--- src/chs_pkg.sv ---
`timescale 1ns / 1ps
// shared types, codes and defaults of the connection hash set
package chs_pkg;

  localparam int DEF_BUCKETS = 1024;
  localparam int DEF_ENTRIES = 1024;

  // width of the bucket generation mark
  localparam int GEN_W = 8;

  localparam logic [1:0] ACT_INSERT = 2'd0;
  localparam logic [1:0] ACT_LOOKUP = 2'd1;
  localparam logic [1:0] ACT_CLEAR  = 2'd2;

  // first field in the highest bits
  typedef struct packed {
    logic [31:0] socket_inode;
    logic [31:0] user_id;
    logic [15:0] remote_port;
    logic [31:0] remote_addr;
    logic [15:0] local_port;
    logic [31:0] local_addr;
  } rec_t;

  typedef struct packed {
    logic rd;
    logic wr;
    logic clear;
  } bkt_ctl_t;

  typedef struct packed {
    logic rd;
    logic wr;
  } ent_ctl_t;

endpackage

--- src/chs_hash.sv ---
`timescale 1ns / 1ps
// bucket index unit: hash word reduced modulo the bucket count
module chs_hash import chs_pkg::*; #(
  parameter int BUCKETS = DEF_BUCKETS
) (
  input  logic                                   clk,
  input  logic                                   rst,
  input  logic                                   start,
  input  logic [31:0]                            h,
  output logic                                   done,
  output logic [((BUCKETS > 1) ? $clog2(BUCKETS) : 1)-1:0] bucket
);

  localparam int BW = (BUCKETS > 1) ? $clog2(BUCKETS) : 1;
  localparam bit IS_POW2 = ((BUCKETS & (BUCKETS - 1)) == 0);

  if (IS_POW2) begin : g_mask
    always_ff @(posedge clk) begin
      if (rst) begin
        done <= 1'b0;
      end else begin
        done <= start;
      end
    end

    always_ff @(posedge clk) begin
      if (start) begin
        bucket <= BW'(h & 32'(BUCKETS - 1));
      end
    end
  end else begin : g_iter
    localparam int RW = $clog2(BUCKETS) + 1;

    logic          busy;
    logic [2:0]    cnt;
    logic [31:0]   shreg;
    logic [RW-1:0] rem;
    logic [RW-1:0] rem_next;

    // four remainder bits per cycle
    always_comb begin
      rem_next = rem;
      for (int k = 0; k < 4; k++) begin
        rem_next = {rem_next[RW-2:0], shreg[31-k]};
        if (rem_next >= RW'(BUCKETS)) begin
          rem_next = rem_next - RW'(BUCKETS);
        end
      end
    end

    always_ff @(posedge clk) begin
      if (rst) begin
        busy <= 1'b0;
        done <= 1'b0;
        cnt  <= '0;
      end else begin
        done <= 1'b0;
        if (start) begin
          busy  <= 1'b1;
          cnt   <= '0;
          shreg <= h;
          rem   <= '0;
        end else if (busy) begin
          rem   <= rem_next;
          shreg <= shreg << 4;
          cnt   <= cnt + 3'd1;
          if (cnt == 3'd7) begin
            busy <= 1'b0;
            done <= 1'b1;
          end
        end
      end
    end

    assign bucket = rem[BW-1:0];
  end

endmodule

--- config.mk ---
export PLATFORM = sky130hd
export DESIGN_NAME = chs_hash
export DESIGN_NICKNAME = d
export VERILOG_FILES = /design/src/chs_pkg.sv /design/src/chs_hash.sv
export SDC_FILE = /design/constraint.sdc
export NUM_CORES = 1
export LEC_CHECK = 0
export BUFFER_PORTS_ARGS = -buffer_cell sky130_fd_sc_hd__buf_2
export CAP_MARGIN = 20
export CORE_AREA = 4 4 41 43
export CTS_CLUSTER_SIZE = 10
export DETAILED_ROUTE_END_ITERATION = 16
export DIE_AREA = 0 0 45 47
export PLACE_DENSITY = 0.7
export SLEW_MARGIN = 0
export SYNTH_ARGS = -nofsm -noshare
export SYNTH_HDL_FRONTEND = slang
export SYNTH_SLANG_ARGS = --single-unit
--- constraint.sdc ---
create_clock -name clk -period 0.97 [get_ports clk]
set_input_delay 0.097 -clock clk [delete_from_list [all_inputs] [get_ports clk]]
set_output_delay 0.097 -clock clk [all_outputs]
set_load 0.01 [all_outputs]
Word-level counts from Yosys, hierarchy flattened --
Cells that the tools add are included.
Storage, ports and cells: flip-flop bits (word level) 11, latch bits 0, RAM bits 0, bits in read-only memories 0, input bits 35, output and inout port bits 11, word-level logic and storage cells 2, memories 0
Operators by class: add/sub/neg operators 0, $mul 0, divide/modulo/power cells 0, order comparisons 0, equal/unequal tests 0, shift-type cells 0, mux-type cells 0, bitwise operators 0, reduce and logical (&&, ||, !) cells 0

Depth between registers and ports, before layout --
Gate-level depths: netlist of run 1.
depth in word-level cells 0, mapped depth 1

Least setup slack after synthesis of run 1 --
OpenSTA, ideal clock, no wires.
path type reg2out, start point register bucket[0] (netlist bit), end point output bucket[0] (netlist bit), arrival 0.394 ns, data required time 0.873 ns, path slack 0.479 ns, stages on the path, launching flop included 1, path buffers 0, cell sequence edfxtp_1
RTL lines:
- start, declared | RTL line chs_hash.sv:11 | output logic [((BUCKETS > 1) ? $clog2(BUCKETS) : 1)-1:0] bucket
- start signal, assigned | RTL line chs_hash.sv:28 | bucket <= BW'(h & 32'(BUCKETS - 1));
No word-level cell between the ends.

Worst setup path after layout of run 1 --
start point register bucket[4] (netlist bit), end point output bucket[4] (netlist bit)
No word-level cell between the ends.

==> results.md, run 1 <==
- Setup CP Type: flip-flop to primary output
- Rel. slew slack: 85.23%
- CP top delay family: flip-flops
- Diode count: 0
- Total routed wirelength: 694 um
- Seq/Total Area, Yosys: 95.88%
- Most used flip-flop cell after synthesis: edfxtp_1
- Initial Utilization: 25.67%
- Drc violations: 0
- Post-synth top area cell: edfxtp_1
- First DRT Iteration DRCs: 0
- Flop pwr share: 57.7%
- Clock network fraction of total power: 30.2%
- Unrepaired setup endpoints after global routing: no
- Count leader, synth: edfxtp_1
- Largest stage delay on the critical path: 370 ps
- CP startpoint kind: flip-flop
- Clock sink count: 11
- Post-Syn Nets: 47
- Sw frac: 19.79%
- Crit-path max FO: 1
- WL/cell: 10.84 um
- H-tree Lvls: 1
- Initial antenna violation count: 0
- Syn_area_per_cell: 27.84 um^2
- CTS root buffer: clkbuf_4
- GRT Total Usage: 8.293%
- Int Pwr: 783.9 uW
- CP Buf/Inv Count: 1
- LEAKAGE: 0.0002615 uW
- CP Capture Type: primary output
- Max Cap Viol: 0
- Top-area cell type share of the netlist area: 89.89%
- DRT antenna net count: 0
- PD cells: 1644 nW/um^2
- Net Sw Power: 193.4 uW
- Hold Vio Cnt, Final: 0
- Crit path DAT: 770 ps
- GRT overflow: 0
- Via/cell ratio: 3.828
- Dpl cell area: 467.9 um^2
- Core Rows: 13
- Asr flop ratio synth: 0%
- Layout area overhead: 77.90%
- Crit path required time: 870 ps
- Syn Inst Count: 12
- Clock Path Buffers: 2
- First-pass GRT wire length: 1.083 mm
- Pin count of the biggest net entering global routing: 12
- Class of the worst hold path: primary input to flip-flop
- Synth warnings: 0
- Post-layout instance area: 594.3 um^2
- CTS tree: done
- Slew Viols, Final: 0
- Worst vdd ir: 681.1 uV
- PortBufs: 23
- Die W: 45 um
- Crit share post-route: 89.76%
- Clock slew at reported path FFs: 60 ps
- DIE AREA: 2115 um^2
- Min Clock Period, post-route: 870.7 ps
- Top cell types by occurrence after synthesis: edfxtp_1, dfxtp_1, nor2b_4
- Via count: 245
- Synthesized area: 334.1 um^2
- Core footprint: 1301 um^2
- IO Pins: 46
- Total CTS buffers: 3
- Power share of the combinational group: 12.1%
- Netlist cell types: 3
- CP max-delay cell: edfxtp_1
- Global placement routability congestion: 0.5857
- Die height: 47 um
- Final Setup Violations: 0
- DRT Pass-1 Iters: 1
- Layout cell share with drive strength beyond 1: 55.10%
- Crit path cell chain: buf_2
- Post-cts resize count: 0
- Fin nets: 85
- Setup TNS: 0 ps
- Number of global-route vias before repair: 259
- Synth area leaders: edfxtp_1, dfxtp_1, nor2b_4
- Post-synth EDFFs: 10
- Outcome: finished clean
- Slew @ Worst Pin: 221.5 ps
- Post-CTS Setup Inserts: 0
- Max Clk Rate: 1149 MHz
- Flops & latches, synth: 11
[sequential cells by signal, summed over array words and instances, names as in the netlist]
name    flops
done        1
bucket     10
[through the flow]
stage / instances / util (%) / total power, uW / setup slack (ps) / hold slack, ps
3_5_place_dp: 50 / 35.96 / 664.7 / 319.2 / 275.1
4_1_cts: 62 / 44.13 / 999.2 / 72.15 / 0.4983
5_1_grt: 64 / 45.67 / 1043 / 32.87 / 1.772
2_1_floorplan: 12 / - / 600.4 / 479.2 / 161.3
6_report: 64 / 45.67 / 977.3 / 99.34 / 19.97
3_3_place_gp: 50 / 35.96 / 662.0 / 317.1 / 273.6
[worst paths after layout]
kind / depth (start not counted) / slack [ps] / start / end
max: 1 / 100 / bucket[4]$_DFFE_PP_ / bucket[4]
min: 1 / 20 / h[2] / bucket[2]$_DFFE_PP_
[final cells by class]
class,instances,area (um^2)
fillers,133,706.9
flip-flops and latches,11,320.3
repair buffers,33,215.2
clock buffers,4,26.28
well taps,15,18.77
multi-input cells,1,13.76
[metal layers]
layer  part of all wire, %  global-route usage (%)  vias to the layer above
met1                    34                   7.692                      111
met3                    11                   5.747                        0
li1                      -                       -                      119
met5                     0                       0                        -
met4                     0                   7.018                        0
met2                    55                   12.43                       15
[power groups by stage]
stage / registers, uW / clock network, uW / logic, uW
floorplan: 597 / 0 / 3.65
global placement: 573 / 0 / 88.8
detailed placement: 576 / 0 / 89.1
CTS: 565 / 320 / 114
global route: 568 / 346 / 128
finish: 564 / 295 / 118
[what timing repair did]
action | 4_1_cts | 5_1_grt
endpoints found under the hold margin | 8 | 2
setup endpoints to repair | 0 | 0
hold buffers | 8 | 2
[placed cells by master (no fill, tap or decap)]
cell type / count
dlygate4sd3_1: 10
nor2b_4: 1
buf_2: 23
dfxtp_1: 1
clkbuf_1: 1
edfxtp_1: 10
clkbuf_4: 3
[kinds of logic after synthesis]
kind of cell,share of synthesized area [%]
DFF,95.88
and+or+nand+nor,4.119
Note: power is estimated with default switching activity, not from simulation.
==> inputs of run 2 (changes only) <==
--- a/config.mk
+++ b/config.mk
@@ -5,7 +5,7 @@
 export SDC_FILE = /design/constraint.sdc
 export NUM_CORES = 1
 export LEC_CHECK = 0
-export BUFFER_PORTS_ARGS = -buffer_cell sky130_fd_sc_hd__buf_2
+export BUFFER_PORTS_ARGS = -buffer_cell sky130_fd_sc_hd__clkbuf_2
 export CAP_MARGIN = 20
 export CORE_AREA = 4 4 41 43
 export CTS_CLUSTER_SIZE = 10
==> run 2 against run 1 <==
Sequential share of layout area grew 11 points. Core utilization shrank 7.7 points. Sequential power is essentially flat. Non-clock buffer count down 10. Combinational power down 27%. Final cell count down 16%. Cell area is 17% lower. Maximum frequency grew 1.2%. Wire length is 15% lower. Critical path type unchanged. Largest power group unchanged.
==> results.md, run 2 (synthesis gave the netlist of run 1 again) <==
- IO Pins: 46 (unchanged)
- Via/cell ratio: 3.759 (-1.8%)
- Die height: 47 um (unchanged)
- Unrepaired setup endpoints after global routing: no
- WL/cell: 10.87 um (+0.25%)
- Outcome: finished clean
- Diode count: 0 (unchanged)
- Layout area overhead: 47.94%
- Crit path cell chain: clkbuf_2
- DIE AREA: 2115 um^2 (unchanged)
- Slew Viols, Final: 0 (unchanged)
- Core footprint: 1301 um^2 (unchanged)
- Max Clk Rate: 1162 MHz (+1.2%)
- Hold Crit Depth: 1 (unchanged)
- Storage element area: 320.3 um^2 (unchanged)
- Fin Hold WS: 11.98 ps (-7.986 ps)
- First-pass GRT wire length: 821 um (-24%)
- LEAKAGE: 0.0002242 uW (-14%)
- First DRT Iteration DRCs: 0 (unchanged)
- PortBufs: 23 (unchanged)
- Filler instances: 137 (+3.0%)
- CP top delay family: flip-flops
- Slew @ Worst Pin: 252.9 ps (+31.38 ps)
- Clock slew at reported path FFs: 70 ps (about the same)
- Placed Cells: 50 (unchanged)
- Rel. slew slack: 83.14% (-2.1 points)
- Place WS: 299.0 ps (-20.20 ps)
- Initial antenna violation count: 0 (unchanged)
- Pin count of the biggest net entering global routing: 12 (unchanged)
- Layout cell share with drive strength beyond 1: 69.23% (+14 points)
- Fin nets: 75 (-12%)
- Crit path required time: 870 ps (about the same)
- GRT overflow: 0 (unchanged)
- Setup CP Type: flip-flop to primary output
- CP max-delay cell: edfxtp_1
- Most frequent cells in the layout: clkbuf_2, edfxtp_1, clkbuf_4
- H-tree Lvls: 1 (unchanged)
- Via count: 203 (-17%)
- DRT antenna net count: 0 (unchanged)
- Crit path DAT: 760 ps (about the same)
- Min-delay src: h[7]
- Worst vdd ir: 806.8 uV (+18%)
- CP startpoint kind: flip-flop
- Cell Count, Final, Fillers Out: 54 (-16%)
- Class of the worst hold path: primary input to flip-flop
- Number of global-route vias before repair: 217 (-16%)
- Largest regs: bucket x10, done x1
- Worst setup margin: 109.5 ps (+10.20 ps)
- CP Buf/Inv Count: 1 (unchanged)
- Largest register FFs: 10 (unchanged)
- Clock Path Buffers: 2 (unchanged)
- CTS root buffer: clkbuf_4
- Core Rows: 13 (unchanged)
- Global placement routability congestion: 0.6016 (+2.7%)
- Drc violations: 0 (unchanged)
- Crit path depth: 1 (unchanged)
- Setup TNS: 0 ps (unchanged)
- Die W: 45 um (unchanged)
- Crit share post-route: 88.71% (-1.1 points)
- Clock sink count: 11 (unchanged)
- Total routed wirelength: 587 um (-15%)
- Initial Utilization: 25.67% (unchanged)
- Max Cap Viol: 0 (unchanged)
- Post-CTS Setup Inserts: 0 (unchanged)
- CTS tree: done
- Hold Vio Cnt, Final: 0 (unchanged)
- GRT Total Usage: 5.953% (-2.3 points)
- Hold buffers post-CTS: 0 (-8)
- Most common cell after layout, fill and taps aside: clkbuf_2
- CP Capture Type: primary output
- Largest Register: bucket
- Hold endpoint: bucket[7]$_DFFE_PP_
- Post-cts resize count: 0 (unchanged)
- Multi-input logic area: 13.76 um^2 (unchanged)
- PD cells: 1908 nW/um^2 (+16%)
- Final Setup Violations: 0 (unchanged)
- Crit-path max FO: 1 (unchanged)
- Total CTS buffers: 3 (unchanged)
- DRT Pass-1 Iters: 1 (unchanged)
- Min Clock Period, post-route: 860.5 ps (-10.20 ps)
- Largest stage delay on the critical path: 370 ps (about the same)
[run 2: cell count changes in the layout (fill, tap and decap cells not counted)]
| cell | delta |
|---|---|
| dlygate4sd3_1 | -10 |
| buf_2 | -23 |
| clkbuf_2 | +23 |
[run 2: report_power, final]
part	switching [uW]	total, uW	internal [uW]
Clock	132	291	158
Sequential	9.37	566	557
Combinational	44.1	86.1	42.1
[run 2: metal layers]
metal,track usage (%),routed length [um],vias up
met5,0,0,-
met4,5.263,0,0
met3,2.299,99,0
met2,9.322,297,15
met1,6.235,191,88
li1,-,-,100
[run 2: layout make-up]
class | instances | area share (%)
multi-input cells | 1 | 2.785
flip-flops and latches | 11 | 64.81
repair buffers | 23 | 23.29
well taps | 15 | 3.797
clock buffers | 4 | 5.316
[run 2: worst max-delay path by stage]
stage                        startpoint  slack [ps]                  end
global route        bucket[0]$_DFFE_PP_          60            bucket[0]
CTS                 bucket[4]$_DFFE_PP_          90            bucket[4]
global placement                  start         300  bucket[2]$_DFFE_PP_
floorplan           bucket[0]$_DFFE_PP_         480            bucket[0]
finish              bucket[0]$_DFFE_PP_         110            bucket[0]
detailed placement                start         300  bucket[8]$_DFFE_PP_
[run 2: through the flow]
stage	total power [uW]	utilization (%)	cell area, um^2
floorplan	600.4	-	334.1
global placement	663.0	35.96	467.9
detailed placement	665.6	35.96	467.9
CTS	961.1	37.98	494.2
global route	984.0	37.98	494.2
finish	942.8	37.98	494.2
==> inputs of run 3 (changes only) <==
--- a/config.mk
+++ b/config.mk
@@ -8,6 +8,7 @@
 export BUFFER_PORTS_ARGS = -buffer_cell sky130_fd_sc_hd__clkbuf_2
 export CAP_MARGIN = 20
 export CORE_AREA = 4 4 41 43
+export CTS_BUF_LIST = sky130_fd_sc_hd__clkbuf_4 sky130_fd_sc_hd__clkbuf_8
 export CTS_CLUSTER_SIZE = 10
 export DETAILED_ROUTE_END_ITERATION = 16
 export DIE_AREA = 0 0 45 47
==> run 3 against run 2 <==
First-iteration DRC count did not move. Largest power group unchanged. Final cell count unchanged. Core utilization grew 0.29 points. Power rose by 3.0%. Critical path type unchanged. Wire length up 0.17%. Critical endpoint unchanged. Sequential cell count is the same.
==> results.md, run 3 (synthesis gave the netlist of run 1 again) <==
- CP startpoint kind: flip-flop
- Fin nets: 75 (unchanged)
- Most common cell after layout, fill and taps aside: clkbuf_2
- Core Rows: 13 (unchanged)
- Crit-path max FO: 1 (unchanged)
- LEAKAGE: 0.0002276 uW (+1.5%)
- Crit path DAT: 760 ps (about the same)
- CTS tree: done
- Outcome: finished clean
- CP max-delay cell: edfxtp_1
- Post-cts resize count: 0 (unchanged)
- Slew @ Worst Pin: 252.9 ps (unchanged)
- Via/cell ratio: 3.759 (unchanged)
- H-tree Lvls: 1 (unchanged)
- Slew Viols, Final: 0 (unchanged)
- Hold buffers post-CTS: 0 (unchanged)
- Initial Utilization: 25.67% (unchanged)
- Rel. slew slack: 83.14% (unchanged)
- Clock sink count: 11 (unchanged)
- Largest stage delay on the critical path: 370 ps (about the same)
- Crit path required time: 870 ps (about the same)
- PD cells: 1950 nW/um^2 (+2.2%)
- Layout area overhead: 49.06%
- Max Clk Rate: 1162 MHz (unchanged)
- Initial antenna violation count: 0 (unchanged)
- Largest regs: bucket x10, done x1
- Crit share post-route: 88.71% (unchanged)
- Post-layout instance area: 498.0 um^2 (+0.76%)
- Unrepaired setup endpoints after global routing: no
- Layout cell share with drive strength beyond 1: 71.79% (+2.6 points)
- CP Buf/Inv Count: 1 (unchanged)
- Dpl cell area: 467.9 um^2 (unchanged)
- Total CTS buffers: 3 (unchanged)
- Drc violations: 0 (unchanged)
- Worst vdd ir: 813.2 uV (+0.79%)
- Crit path cell chain: clkbuf_2
- PortBufs: 23 (unchanged)
- Most frequent cells in the layout: clkbuf_2, edfxtp_1, clkbuf_4
- GRT Total Usage: 5.953% (unchanged)
- Cell Count, Final, Fillers Out: 54 (unchanged)
- Total routed wirelength: 588 um (+0.17%)
- Post-CTS Setup Inserts: 0 (unchanged)
- Die W: 45 um (unchanged)
- Clock slew at reported path FFs: 70 ps (about the same)
- Hold Vio Cnt, Final: 0 (unchanged)
- Via count: 203 (unchanged)
- CP top delay family: flip-flops
- Placed Cells: 50 (unchanged)
- Pin count of the biggest net entering global routing: 12 (unchanged)
- Clock Path Buffers: 2 (unchanged)
- DRT antenna net count: 0 (unchanged)
- DRT Pass-1 Iters: 1 (unchanged)
- Largest register FFs: 10 (unchanged)
- Filler instances: 137 (unchanged)
- Setup CP Type: flip-flop to primary output
- First-pass GRT wire length: 821 um (unchanged)
- Max Cap Viol: 0 (unchanged)
- CTS root buffer: clkbuf_4
- Final Setup Violations: 0 (unchanged)
- IO Pins: 46 (unchanged)
- WL/cell: 10.89 um (+0.17%)
- Min Clock Period, post-route: 860.5 ps (unchanged)
- First DRT Iteration DRCs: 0 (unchanged)
- Core footprint: 1301 um^2 (unchanged)
- Diode count: 0 (unchanged)
- GRT overflow: 0 (unchanged)
- Largest Register: bucket
- CP Capture Type: primary output
- Die height: 47 um (unchanged)
- Class of the worst hold path: primary input to flip-flop
- Number of global-route vias before repair: 217 (unchanged)
- Setup TNS: 0 ps (unchanged)
- DIE AREA: 2115 um^2 (unchanged)
- Global placement routability congestion: 0.6016 (unchanged)
## run 3: cell counts in the layout (fill, tap and decap cells not counted)
Identical to the previous run, type by type.
## run 3: path summary, 6_finish.rpt
| path | start | to | slack [ps] | cells past startpoint |
|---|---|---|---|---|
| min | h[7] | bucket[7]$_DFFE_PP_ | 10 | 1 |
| max | bucket[0]$_DFFE_PP_ | bucket[0] | 110 | 1 |
## run 3: report_power, final
group          switching [uW]  leakage [uW]  internal (uW)
clock                     133     0.0000184            186
sequential               9.37      0.000106            557
combinational            44.1      0.000103           42.1
## run 3: area by class of cell
| type | count | area, um^2 | share of cell area, % |
|---|---|---|---|
| Timing Repair Buffer | 23 | 115.1 | 23.12 |
| Tap cell | 15 | 18.77 | 3.769 |
| Sequential cell | 11 | 320.3 | 64.32 |
| Multi-Input combinational cell | 1 | 13.76 | 2.764 |
| Clock buffer | 4 | 30.03 | 6.030 |
## run 3: layer usage
| layer | GRT usage [%] | wire [um] | vias to the layer above |
|---|---|---|---|
| met1 | 6.235 | 192 | 88 |
| met2 | 9.322 | 297 | 15 |
| li1 | - | - | 100 |
| met5 | 0 | 0 | - |
| met4 | 5.263 | 0 | 0 |
| met3 | 2.299 | 99 | 0 |
## run 3: metrics by stage
| step | power, uW | setup WS, ps | hold slack, ps | util [%] |
|---|---|---|---|---|
| CTS | 988.8 | 91.37 | 5.760 | 38.27 |
| global route | 1012 | 61.18 | 1.532 | 38.27 |
| global placement | 663.0 | 297.5 | 273.7 | 35.96 |
| detailed placement | 665.6 | 299.0 | 275.7 | 35.96 |
| finish | 971.2 | 109.5 | 11.63 | 38.27 |
| floorplan | 600.4 | 479.2 | 161.3 | - |
